--- config.mk ---
export PLATFORM = sky130hd
export DESIGN_NAME = block_buffer_tag_table_core
export DESIGN_NICKNAME = d
export VERILOG_FILES = /design/src/design/bbt_pkg.sv /design/src/design/bbt_dp.sv /design/src/design/bbt_ctrl.sv /design/src/design/block_buffer_tag_table_core.sv
export SDC_FILE = /design/constraint.sdc
export NUM_CORES = 1
export LEC_CHECK = 0
export BUFFER_PORTS_ARGS = -buffer_cell sky130_fd_sc_hd__buf_4
export CELL_PAD_IN_SITES_DETAIL_PLACEMENT = 1
export CELL_PAD_IN_SITES_GLOBAL_PLACEMENT = 1
export CORE_ASPECT_RATIO = 0.8
export CORE_MARGIN = 10
export CORE_UTILIZATION = 53
export DETAILED_ROUTE_END_ITERATION = 10
export PLACE_DENSITY = 0.9
export SLEW_MARGIN = 25
export SYNTH_ARGS = -nofsm -noshare
export SYNTH_HDL_FRONTEND = slang
export SYNTH_SLANG_ARGS = --single-unit
--- constraint.sdc ---
create_clock -name i_clk -period 20.2 [get_ports i_clk]
set_clock_uncertainty 0.2 [all_clocks]
set_input_delay 1.01 -clock i_clk [delete_from_list [all_inputs] [get_ports i_clk]]
set_output_delay 1.01 -clock i_clk [all_outputs]
set_load 0.02 [all_outputs]
--- src/design/bbt_pkg.sv ---
// Shared constants, codes and controller/datapath interface types for the
// block buffer tag table. Depends on nothing; every other design file uses it.

package bbt_pkg;

    // Table geometry.
    localparam int SLOTS     = 32;
    localparam int DISK_SIZE = 8192;

    localparam int SLOT_W = (SLOTS > 1) ? $clog2(SLOTS) : 1;
    localparam int TAG_W  = (DISK_SIZE > 1) ? $clog2(DISK_SIZE) : 1;

    // Victim search examines GROUP ages per cycle.
    localparam int GROUP    = 8;
    localparam int GSEL_W   = $clog2(GROUP);
    localparam int NGROUPS  = (SLOTS + GROUP - 1) / GROUP;
    localparam int GRP_W    = (NGROUPS > 1) ? $clog2(NGROUPS) : 1;
    localparam int GRP_LAST = NGROUPS - 1;
    localparam int IDX_W    = GRP_W + GSEL_W;

    // Field widths of the request and result.
    localparam int FUNC_W     = 2;
    localparam int BLK_W      = 14;
    localparam int STATUS_W   = 2;
    localparam int SLOT_OUT_W = 5;
    localparam int WB_BLK_W   = 13;
    localparam int AGE_W      = 16;

    // Operation codes; any other code behaves as a lookup.
    localparam logic [FUNC_W-1:0] FUNC_ALLOC = 2'd0;
    localparam logic [FUNC_W-1:0] FUNC_MARK  = 2'd2;

    // Status codes.
    localparam logic [STATUS_W-1:0] ST_OK   = 2'd0;
    localparam logic [STATUS_W-1:0] ST_OOB  = 2'd1;
    localparam logic [STATUS_W-1:0] ST_MISS = 2'd2;

    // Ages: minus one after reset, zero once a slot is allocated.
    localparam logic signed [AGE_W-1:0] AGE_RESET = '1;
    localparam logic signed [AGE_W-1:0] AGE_NEW   = '0;

    typedef struct packed {
        logic load;          // capture the accepted request
        logic eval_commit;   // apply a lookup, mark or free-slot allocation
        logic scan_init;     // start the victim search
        logic scan_step;     // examine one group of ages
        logic evict_commit;  // replace the chosen victim
        logic out_load;      // move the result into the output register
    } t_dp_cmd;

    typedef struct packed {
        logic oob;           // block number at or beyond the disk size
        logic is_alloc;      // request is an allocation
        logic free_found;    // at least one slot is free
        logic scan_last;     // victim search is at its last group
    } t_dp_sts;

endpackage

--- src/design/bbt_dp.sv ---
// Datapath of the block buffer tag table: slot flags, tags and ages, tag
// compare, free-slot and victim search, result and output registers. Uses bbt_pkg.

module bbt_dp (
    input  logic                                i_clk,
    input  logic                                i_rst_n,
    input  bbt_pkg::t_dp_cmd                    i_cmd,
    output bbt_pkg::t_dp_sts                    o_sts,
    input  logic [bbt_pkg::FUNC_W-1:0]          i_func,
    input  logic [bbt_pkg::BLK_W-1:0]           i_block_num,
    output logic [bbt_pkg::STATUS_W-1:0]        o_status,
    output logic [bbt_pkg::SLOT_OUT_W-1:0]      o_slot,
    output logic                                o_writeback,
    output logic [bbt_pkg::WB_BLK_W-1:0]        o_writeback_block
);

    localparam int SLOTS      = bbt_pkg::SLOTS;
    localparam int SLOT_W     = bbt_pkg::SLOT_W;
    localparam int TAG_W      = bbt_pkg::TAG_W;
    localparam int AGE_W      = bbt_pkg::AGE_W;
    localparam int GRP_W      = bbt_pkg::GRP_W;
    localparam int GSEL_W     = bbt_pkg::GSEL_W;
    localparam int IDX_W      = bbt_pkg::IDX_W;
    localparam int CMP_W      = bbt_pkg::BLK_W + 1;
    localparam int SLOT_OUT_W = bbt_pkg::SLOT_OUT_W;
    localparam int WB_BLK_W   = bbt_pkg::WB_BLK_W;

    logic [bbt_pkg::FUNC_W-1:0]   r_func;
    logic [bbt_pkg::BLK_W-1:0]    r_blk;

    logic [SLOTS-1:0]             r_slot_valid;
    logic [SLOTS-1:0]             r_slot_dirty;
    logic [TAG_W-1:0]             r_slot_tag [SLOTS];
    logic signed [AGE_W-1:0]      r_slot_age [SLOTS];

    logic signed [AGE_W-1:0]      r_best;
    logic [SLOT_W-1:0]            r_victim;
    logic [GRP_W-1:0]             r_grp;
    logic signed [AGE_W-1:0]      n_best;
    logic [SLOT_W-1:0]            n_victim;

    logic [bbt_pkg::STATUS_W-1:0] r_res_status;
    logic [SLOT_W-1:0]            r_res_slot;
    logic                         r_res_wb;
    logic [TAG_W-1:0]             r_res_wbblk;

    logic [bbt_pkg::STATUS_W-1:0] r_o_status;
    logic [SLOT_OUT_W-1:0]        r_o_slot;
    logic                         r_o_wb;
    logic [WB_BLK_W-1:0]          r_o_wbblk;

    logic                         w_oob;
    logic                         w_alloc;
    logic                         w_mark;
    logic [TAG_W-1:0]             w_tag;
    logic                         w_hit;
    logic [SLOT_W-1:0]            w_hit_idx;
    logic                         w_free;
    logic [SLOT_W-1:0]            w_free_idx;

    assign w_oob   = ({1'b0, r_blk} >= CMP_W'(bbt_pkg::DISK_SIZE));
    assign w_alloc = (r_func == bbt_pkg::FUNC_ALLOC);
    assign w_mark  = (r_func == bbt_pkg::FUNC_MARK);
    assign w_tag   = TAG_W'(r_blk);

    // Parallel tag compare and free-slot search, lowest index first.
    always_comb begin
        w_hit      = 1'b0;
        w_hit_idx  = '0;
        w_free     = 1'b0;
        w_free_idx = '0;
        for (int i = SLOTS - 1; i >= 0; i--) begin
            if (r_slot_valid[i] && (r_slot_tag[i] == w_tag)) begin
                w_hit     = 1'b1;
                w_hit_idx = SLOT_W'(i);
            end
            if (!r_slot_valid[i]) begin
                w_free     = 1'b1;
                w_free_idx = SLOT_W'(i);
            end
        end
    end

    // One group of ages against the running maximum; a strictly greater age
    // is needed to move the victim, so the lowest index wins a tie.
    always_comb begin
        logic [IDX_W-1:0] v_idx;
        n_best   = r_best;
        n_victim = r_victim;
        for (int k = 0; k < bbt_pkg::GROUP; k++) begin
            v_idx = {r_grp, GSEL_W'(k)};
            if ((int'(v_idx) < SLOTS) && (r_slot_age[v_idx[SLOT_W-1:0]] > n_best)) begin
                n_best   = r_slot_age[v_idx[SLOT_W-1:0]];
                n_victim = v_idx[SLOT_W-1:0];
            end
        end
    end

    always_comb begin
        o_sts.oob        = w_oob;
        o_sts.is_alloc   = w_alloc;
        o_sts.free_found = w_free;
        o_sts.scan_last  = (r_grp == GRP_W'(bbt_pkg::GRP_LAST));
    end

    always_ff @(posedge i_clk) begin
        if (i_cmd.load) begin
            r_func <= i_func;
            r_blk  <= i_block_num;
        end
    end

    always_ff @(posedge i_clk) begin
        if (!i_rst_n) begin
            r_slot_valid <= '0;
            r_slot_dirty <= '0;
            for (int i = 0; i < SLOTS; i++) begin
                r_slot_age[i] <= bbt_pkg::AGE_RESET;
            end
        end else if (i_cmd.eval_commit && !w_oob) begin
            if (w_alloc) begin
                r_slot_valid[w_free_idx] <= 1'b1;
                r_slot_dirty[w_free_idx] <= 1'b0;
                r_slot_age[w_free_idx]   <= bbt_pkg::AGE_NEW;
            end else if (w_mark && w_hit) begin
                r_slot_dirty[w_hit_idx] <= 1'b1;
            end
        end else if (i_cmd.evict_commit) begin
            r_slot_valid[r_victim] <= 1'b1;
            r_slot_dirty[r_victim] <= 1'b0;
            r_slot_age[r_victim]   <= bbt_pkg::AGE_NEW;
        end
    end

    always_ff @(posedge i_clk) begin
        if (i_cmd.eval_commit && !w_oob && w_alloc) begin
            r_slot_tag[w_free_idx] <= w_tag;
        end else if (i_cmd.evict_commit) begin
            r_slot_tag[r_victim] <= w_tag;
        end
    end

    always_ff @(posedge i_clk) begin
        if (i_cmd.scan_init) begin
            r_best   <= bbt_pkg::AGE_RESET;
            r_victim <= '0;
            r_grp    <= '0;
        end else if (i_cmd.scan_step) begin
            r_best   <= n_best;
            r_victim <= n_victim;
            r_grp    <= r_grp + 1'b1;
        end
    end

    always_ff @(posedge i_clk) begin
        if (i_cmd.eval_commit) begin
            r_res_wb    <= 1'b0;
            r_res_wbblk <= '0;
            if (w_oob) begin
                r_res_status <= bbt_pkg::ST_OOB;
                r_res_slot   <= '0;
            end else if (w_alloc) begin
                r_res_status <= bbt_pkg::ST_OK;
                r_res_slot   <= w_free_idx;
            end else if (w_hit) begin
                r_res_status <= bbt_pkg::ST_OK;
                r_res_slot   <= w_hit_idx;
            end else begin
                r_res_status <= bbt_pkg::ST_MISS;
                r_res_slot   <= '0;
            end
        end else if (i_cmd.evict_commit) begin
            r_res_status <= bbt_pkg::ST_OK;
            r_res_slot   <= r_victim;
            r_res_wb     <= r_slot_dirty[r_victim];
            r_res_wbblk  <= r_slot_dirty[r_victim] ? r_slot_tag[r_victim] : '0;
        end
    end

    always_ff @(posedge i_clk) begin
        if (i_cmd.out_load) begin
            r_o_status <= r_res_status;
            r_o_slot   <= SLOT_OUT_W'(r_res_slot);
            r_o_wb     <= r_res_wb;
            r_o_wbblk  <= WB_BLK_W'(r_res_wbblk);
        end
    end

    assign o_status          = r_o_status;
    assign o_slot            = r_o_slot;
    assign o_writeback       = r_o_wb;
    assign o_writeback_block = r_o_wbblk;

    // An allocation committed directly must have found a free slot.
    a_alloc_has_free: assert property (@(posedge i_clk) disable iff (!i_rst_n)
        (i_cmd.eval_commit && w_alloc && !w_oob) |-> w_free)
        else $error("allocation committed without a free slot");

    // Eviction only happens when every slot is in use.
    a_evict_when_full: assert property (@(posedge i_clk) disable iff (!i_rst_n)
        i_cmd.evict_commit |-> (&r_slot_valid))
        else $error("eviction while a slot was still free");

    // The freshly allocated slot is valid afterwards.
    a_alloc_sets_valid: assert property (@(posedge i_clk) disable iff (!i_rst_n)
        (i_cmd.eval_commit && w_alloc && !w_oob) |=> r_slot_valid[$past(w_free_idx)])
        else $error("allocated slot not marked valid");

endmodule

--- src/design/bbt_ctrl.sv ---
// Controller of the block buffer tag table: request sequencing state machine
// and output valid flag. Uses bbt_pkg for the datapath command and status types.

module bbt_ctrl (
    input  logic              i_clk,
    input  logic              i_rst_n,
    input  logic              i_valid,
    output logic              o_stall,
    output logic              o_valid,
    input  logic              i_stall,
    output bbt_pkg::t_dp_cmd  o_cmd,
    input  bbt_pkg::t_dp_sts  i_sts
);

    typedef enum logic [4:0] {
        S_IDLE  = 5'b00001,
        S_EVAL  = 5'b00010,
        S_SCAN  = 5'b00100,
        S_EVICT = 5'b01000,
        S_RESP  = 5'b10000
    } t_state;

    t_state r_state;
    t_state n_state;
    logic   r_out_valid;
    logic   w_out_free;

    assign w_out_free = !r_out_valid || !i_stall;

    always_comb begin
        n_state = r_state;
        o_cmd   = '0;
        unique case (r_state)
            S_IDLE: begin
                if (i_valid) begin
                    o_cmd.load = 1'b1;
                    n_state    = S_EVAL;
                end
            end
            S_EVAL: begin
                if (!i_sts.oob && i_sts.is_alloc && !i_sts.free_found) begin
                    o_cmd.scan_init = 1'b1;
                    n_state         = S_SCAN;
                end else begin
                    o_cmd.eval_commit = 1'b1;
                    n_state           = S_RESP;
                end
            end
            S_SCAN: begin
                o_cmd.scan_step = 1'b1;
                if (i_sts.scan_last) begin
                    n_state = S_EVICT;
                end
            end
            S_EVICT: begin
                o_cmd.evict_commit = 1'b1;
                n_state            = S_RESP;
            end
            S_RESP: begin
                if (w_out_free) begin
                    o_cmd.out_load = 1'b1;
                    n_state        = S_IDLE;
                end
            end
            default: begin
                n_state = S_IDLE;
            end
        endcase
    end

    always_ff @(posedge i_clk) begin
        if (!i_rst_n) begin
            r_state     <= S_IDLE;
            r_out_valid <= 1'b0;
        end else begin
            r_state <= n_state;
            if (o_cmd.out_load) begin
                r_out_valid <= 1'b1;
            end else if (!i_stall) begin
                r_out_valid <= 1'b0;
            end
        end
    end

    assign o_stall = (r_state != S_IDLE);
    assign o_valid = r_out_valid;

    // An accepted request is evaluated in the following cycle.
    a_accept_to_eval: assert property (@(posedge i_clk) disable iff (!i_rst_n)
        (i_valid && !o_stall) |=> (r_state == S_EVAL))
        else $error("accepted request not evaluated next");

    // The last group of the victim search leads straight to the eviction.
    a_scan_to_evict: assert property (@(posedge i_clk) disable iff (!i_rst_n)
        (r_state == S_SCAN && i_sts.scan_last) |=> (r_state == S_EVICT))
        else $error("victim search did not end in eviction");

    // Loading a result presents it and frees the input side.
    a_load_presents: assert property (@(posedge i_clk) disable iff (!i_rst_n)
        o_cmd.out_load |=> (r_out_valid && r_state == S_IDLE))
        else $error("result load did not present the result");

endmodule

--- src/design/block_buffer_tag_table_core.sv ---
// Top level of the block buffer tag table: joins the controller and the
// datapath. Depends on bbt_pkg, bbt_ctrl and bbt_dp.
//
// Usage. Each request carries an operation (allocate, lookup, mark dirty)
// and a disk block number on i_func and i_block_num, qualified by i_valid;
// the block takes a request at a rising edge where i_valid is high and
// o_stall is low. Each request yields exactly one result on o_status,
// o_slot, o_writeback and o_writeback_block, qualified by o_valid and taken
// at an edge where i_stall is low.
// Processing. Out-of-bound requests, lookups, mark-dirty requests and
// allocations that find a free slot pass from acceptance through the
// evaluate and respond states into the output register, and the next
// request is taken only once the result has left the respond state.
// An allocation into a full table also searches the slot ages eight per
// cycle, in the scan state, before it evicts the chosen victim in the
// evict state; that age search makes it the slowest kind of request.
// Stalling. o_stall is high from acceptance until the result moves into
// the output register, so the next request is accepted and processed while
// the previous result is still stalled; a finished result then waits, with
// the input held off, until the receiver takes the one in front of it.
// Reset. A synchronous, active-low reset frees every slot, clears the dirty
// flags, sets all ages to minus one and empties the output register. Tags
// need no reset as they are only read for valid slots.

module block_buffer_tag_table_core (
    input  logic                              i_clk,
    input  logic                              i_rst_n,
    input  logic                              i_valid,
    output logic                              o_stall,
    input  logic [bbt_pkg::FUNC_W-1:0]        i_func,
    input  logic [bbt_pkg::BLK_W-1:0]         i_block_num,
    output logic                              o_valid,
    input  logic                              i_stall,
    output logic [bbt_pkg::STATUS_W-1:0]      o_status,
    output logic [bbt_pkg::SLOT_OUT_W-1:0]    o_slot,
    output logic                              o_writeback,
    output logic [bbt_pkg::WB_BLK_W-1:0]      o_writeback_block
);

    // Commands from the controller and status back from the datapath.
    bbt_pkg::t_dp_cmd w_cmd;
    bbt_pkg::t_dp_sts w_sts;

    bbt_ctrl u_ctrl (
        .i_clk   (i_clk),
        .i_rst_n (i_rst_n),
        .i_valid (i_valid),
        .o_stall (o_stall),
        .o_valid (o_valid),
        .i_stall (i_stall),
        .o_cmd   (w_cmd),
        .i_sts   (w_sts)
    );

    // The datapath holds the slot table and every payload register.
    bbt_dp u_dp (
        .i_clk             (i_clk),
        .i_rst_n           (i_rst_n),
        .i_cmd             (w_cmd),
        .o_sts             (w_sts),
        .i_func            (i_func),
        .i_block_num       (i_block_num),
        .o_status          (o_status),
        .o_slot            (o_slot),
        .o_writeback       (o_writeback),
        .o_writeback_block (o_writeback_block)
    );

endmodule
==> impl_metrics.py <==
metrics = {
    "clocking": {
        "tritoncts": "built",
        "clkSlewWorstSetupHoldPaths_ps": 70,
        "cts.sinks": 606,
        "hold_buffers": 0,
        "numCtsBuffers": 60,
        "clockBufferDepth": 3,
        "htreeDepth": 2,
        "clk_latency_ps": 680,
        "cts_root_buf": "clkbuf_16",
    },
    "sta": {
        "hold_ws_ps": 232,
        "fmax_mhz": 52.8,
        "drv_slew": 0,
        "hold_viol_final": 0,
        "period_needed_ps": 18930,
        "setup_tns_ps": 0,
        "min_period_over_period": 0.937,
        "slew_headroom": 0.264,
        "max_slew.worst_pin.slew_ps": 1100,
        "setup_viol": 0,
    },
    "final_layout": {
        "drive_above_1_share": 0.163,
        "final_cell_mix": "460 x edfxtp_1, 416 x xnor2_1, 177 x nor2_1",
        "layout_commonest_cell": "edfxtp_1",
        "syn_to_final_growth_pct": 10.4,
        "fin_area_um2": 36900,
        "fin_nets": 2928,
    },
    "placement": {
        "port_buffers": 42,
        "placed_cell_area_um2": 34700,
        "dp_hpwl_mm": 82.5,
        "gp_congestion": 0.972,
    },
    "setup_path": {
        "crit_path_max_incr_delay_ps": 520,
        "path_common_cell": "ha_1",
        "start_kind": "flip-flop",
        "crit_type": "flip-flop to flip-flop",
        "worstPathArrival_ps": 19290,
        "worstSetupEndpointType": "flip-flop",
        "critPathRequiredTime_ps": 20560,
        "crit_slowest_cell": "or3b_4",
        "crit_fanout": 19,
    },
    "detailed_routing": {
        "routed-wl-met2_mm": 52.9,
        "via_per_inst": 6.94,
        "drtIter0Drc": 3579,
        "top_layer": "met5",
        "met1_length_mm": 44.6,
        "vias": 25500,
        "drc_errors": 0,
        "drt_pre_antenna_iters": 5,
        "dr_wl_met3_mm": 13.4,
        "wl_per_cell_um": 31.8,
        "routed_wl_mm": 117,
        "ant_nets": 0,
    },
    "floorplanning": {
        "pin_count": 43,
        "coreArea_um2": 62500,
        "dieArea_um2": 73500,
        "die_h_um": 245,
        "fp.dieW_um": 301,
        "start_util": 0.534,
        "num_rows": 82,
    },
    "power": {
        "p_per_area_nw_per_um2": 124,
        "power.leakage_nw": 11.6,
        "ir_drop_mv": 0.245,
    },
    "global_routing": {
        "grt_pass1_wl_mm": 173,
        "grt_pass1_vias": 26200,
        "grt_max_degree": 71,
        "track_usage": 0.310,
        "overflow": 0,
        "antenna_found_initial": 5,
    },
    "yosys": {
        "yosysWarnings": 0,
        "synth_edf_count": 460,
        "async_flop_share": 0,
        "synth_top_area_frac": 0.414,
        "syn-cell-area_um2": 33400,
        "yosysSeqAreaShare": 0.501,
        "synthesis.nets": 2875,
        "syn_area_per_cell_um2": 12.2,
        "synth_ff_type": "edfxtp_1",
        "synth_cell_types": 85,
        "netlist_instances": 2726,
        "synth.area.top_cells": "edfxtp_1 41%, xnor2_1 11%, mux4_2 9.6%",
        "ys_ff_latch": 606,
        "yosysTopAreaCell": "edfxtp_1",
    },
    "job": {
        "cap_violations": 0,
    },
    "status": {
        "status": "completed",
    },
    "hold_path": {
        "holdCritPathClass": "flip-flop to flip-flop",
    },
}
==> what timing repair did <==
| item | in CTS | in global routing |
|---|---|---|
| resized for setup | 3 | 24 |
| setup endpoints to repair | 26 | 26 |
| cloned | 0 | 0 |
| pin swaps | 0 | 2 |
| hold endpoints to repair | 0 | 0 |
| setup buffers | 4 | 3 |
==> cell usage after synthesis (5+ instances only) <==
master / count
a211oi_1: 21
a21o_1: 18
a21oi_1: 108
a221o_1: 5
a2bb2oi_1: 31
a31oi_1: 34
and2_1: 10
and3_1: 8
and4_1: 8
buf_1: 20
buf_2: 16
buf_4: 12
buf_6: 26
clkbuf_1: 75
dfxtp_1: 146
edfxtp_1: 460
ha_1: 129
inv_1: 49
mux2i_1: 21
mux4_2: 143
nand2_1: 170
nand2b_1: 15
nand3_1: 23
nand4_1: 118
nor2_1: 190
nor2b_1: 25
nor3_1: 31
nor3b_1: 5
nor4_1: 35
nor4_2: 8
o211ai_1: 39
o21a_1: 51
o21ai_0: 80
o21ai_1: 38
o21bai_1: 10
o22ai_1: 5
o31ai_1: 7
or2_0: 10
or2_2: 13
or3_1: 12
or4_1: 6
xnor2_1: 416
==> metal layers <==
layer | track usage | vias to the layer above
li1 | - | 10400
met1 | 0.414 | 12900
met2 | 0.486 | 1735
met3 | 0.0671 | 382
met4 | 0.129 | 4
met5 | 0 | -
==> per-stage QoR <==
stage	worst slack, ps	instances	total power [mW]	util
after floorplan	2160	2726	2.63	-
after global placement	1010	3549	2.97	0.555
after detailed placement	-73.8	3550	3.15	0.555
after CTS	102	3666	4.40	0.588
after global routing	-53.0	3669	4.80	0.590
final	1270	3672	4.56	0.590
==> area by class of cell <==
type                       count  area [um2]
sequential                   606       16700
tap                          840        1050
timing repair buffer         141        1070
antenna                        3        7.51
inverter                      49         184
fill                        6154       25600
clock buffer                  70        1580
multi-input combinational   1921       15800
clock inverter                42         413
==> critical path, delay by kind of cell (launching register included) <==
family	cells	cell delay [ps]
DFF	1	340
buffers and inverters	7	1460
adders and majority gates	8	2330
muxes	2	610
and+or+nand+nor	27	5900
AOI/OAI and AO/OA	33	7940
==> report_power, final <==
part / switching [mW] / internal (mW) / total, mW
Sequential: 0.00717 / 1.36 / 1.37
Combinational: 1.26 / 0.776 / 2.03
Clock: 0.521 / 0.639 / 1.16
==> kinds of logic after synthesis <==
logic type	after synthesis	share of synthesized area
muxes	168	0.104
and+or+nand+nor	710	0.109
DFF	606	0.501
xor gates and xnor gates	416	0.109
AOI/OAI and AO/OA	498	0.0975
buffers and inverters	199	0.0305
adders and majority gates	129	0.0483
==> flip-flops by register name, summed over array words and instances, names as in the netlist, 13 cells and up, named ones only <==
register / flops
u_dp.r_blk: 14
u_dp.o_writeback_block: 13
u_dp.r_slot_dirty: 32
u_dp.r_slot_age: 32
u_dp.r_best: 16
u_dp.r_slot_valid: 32
u_dp.r_res_wbblk: 13
u_dp.r_slot_tag: 416
==> final timing paths <==
path	from	end	slack, ps	cells past startpoint
hold reg to reg	u_dp.r_res_slot[4]$_DFFE_PP_	u_dp.o_slot[4]$_DFFE_PP_	230	0
hold / removal	u_dp.r_res_slot[4]$_DFFE_PP_	u_dp.o_slot[4]$_DFFE_PP_	230	0
setup reg to reg	flip-flop	flip-flop	1270	77
setup / recovery	flip-flop	flip-flop	1270	77
Power figures use the tool's default switching activity.
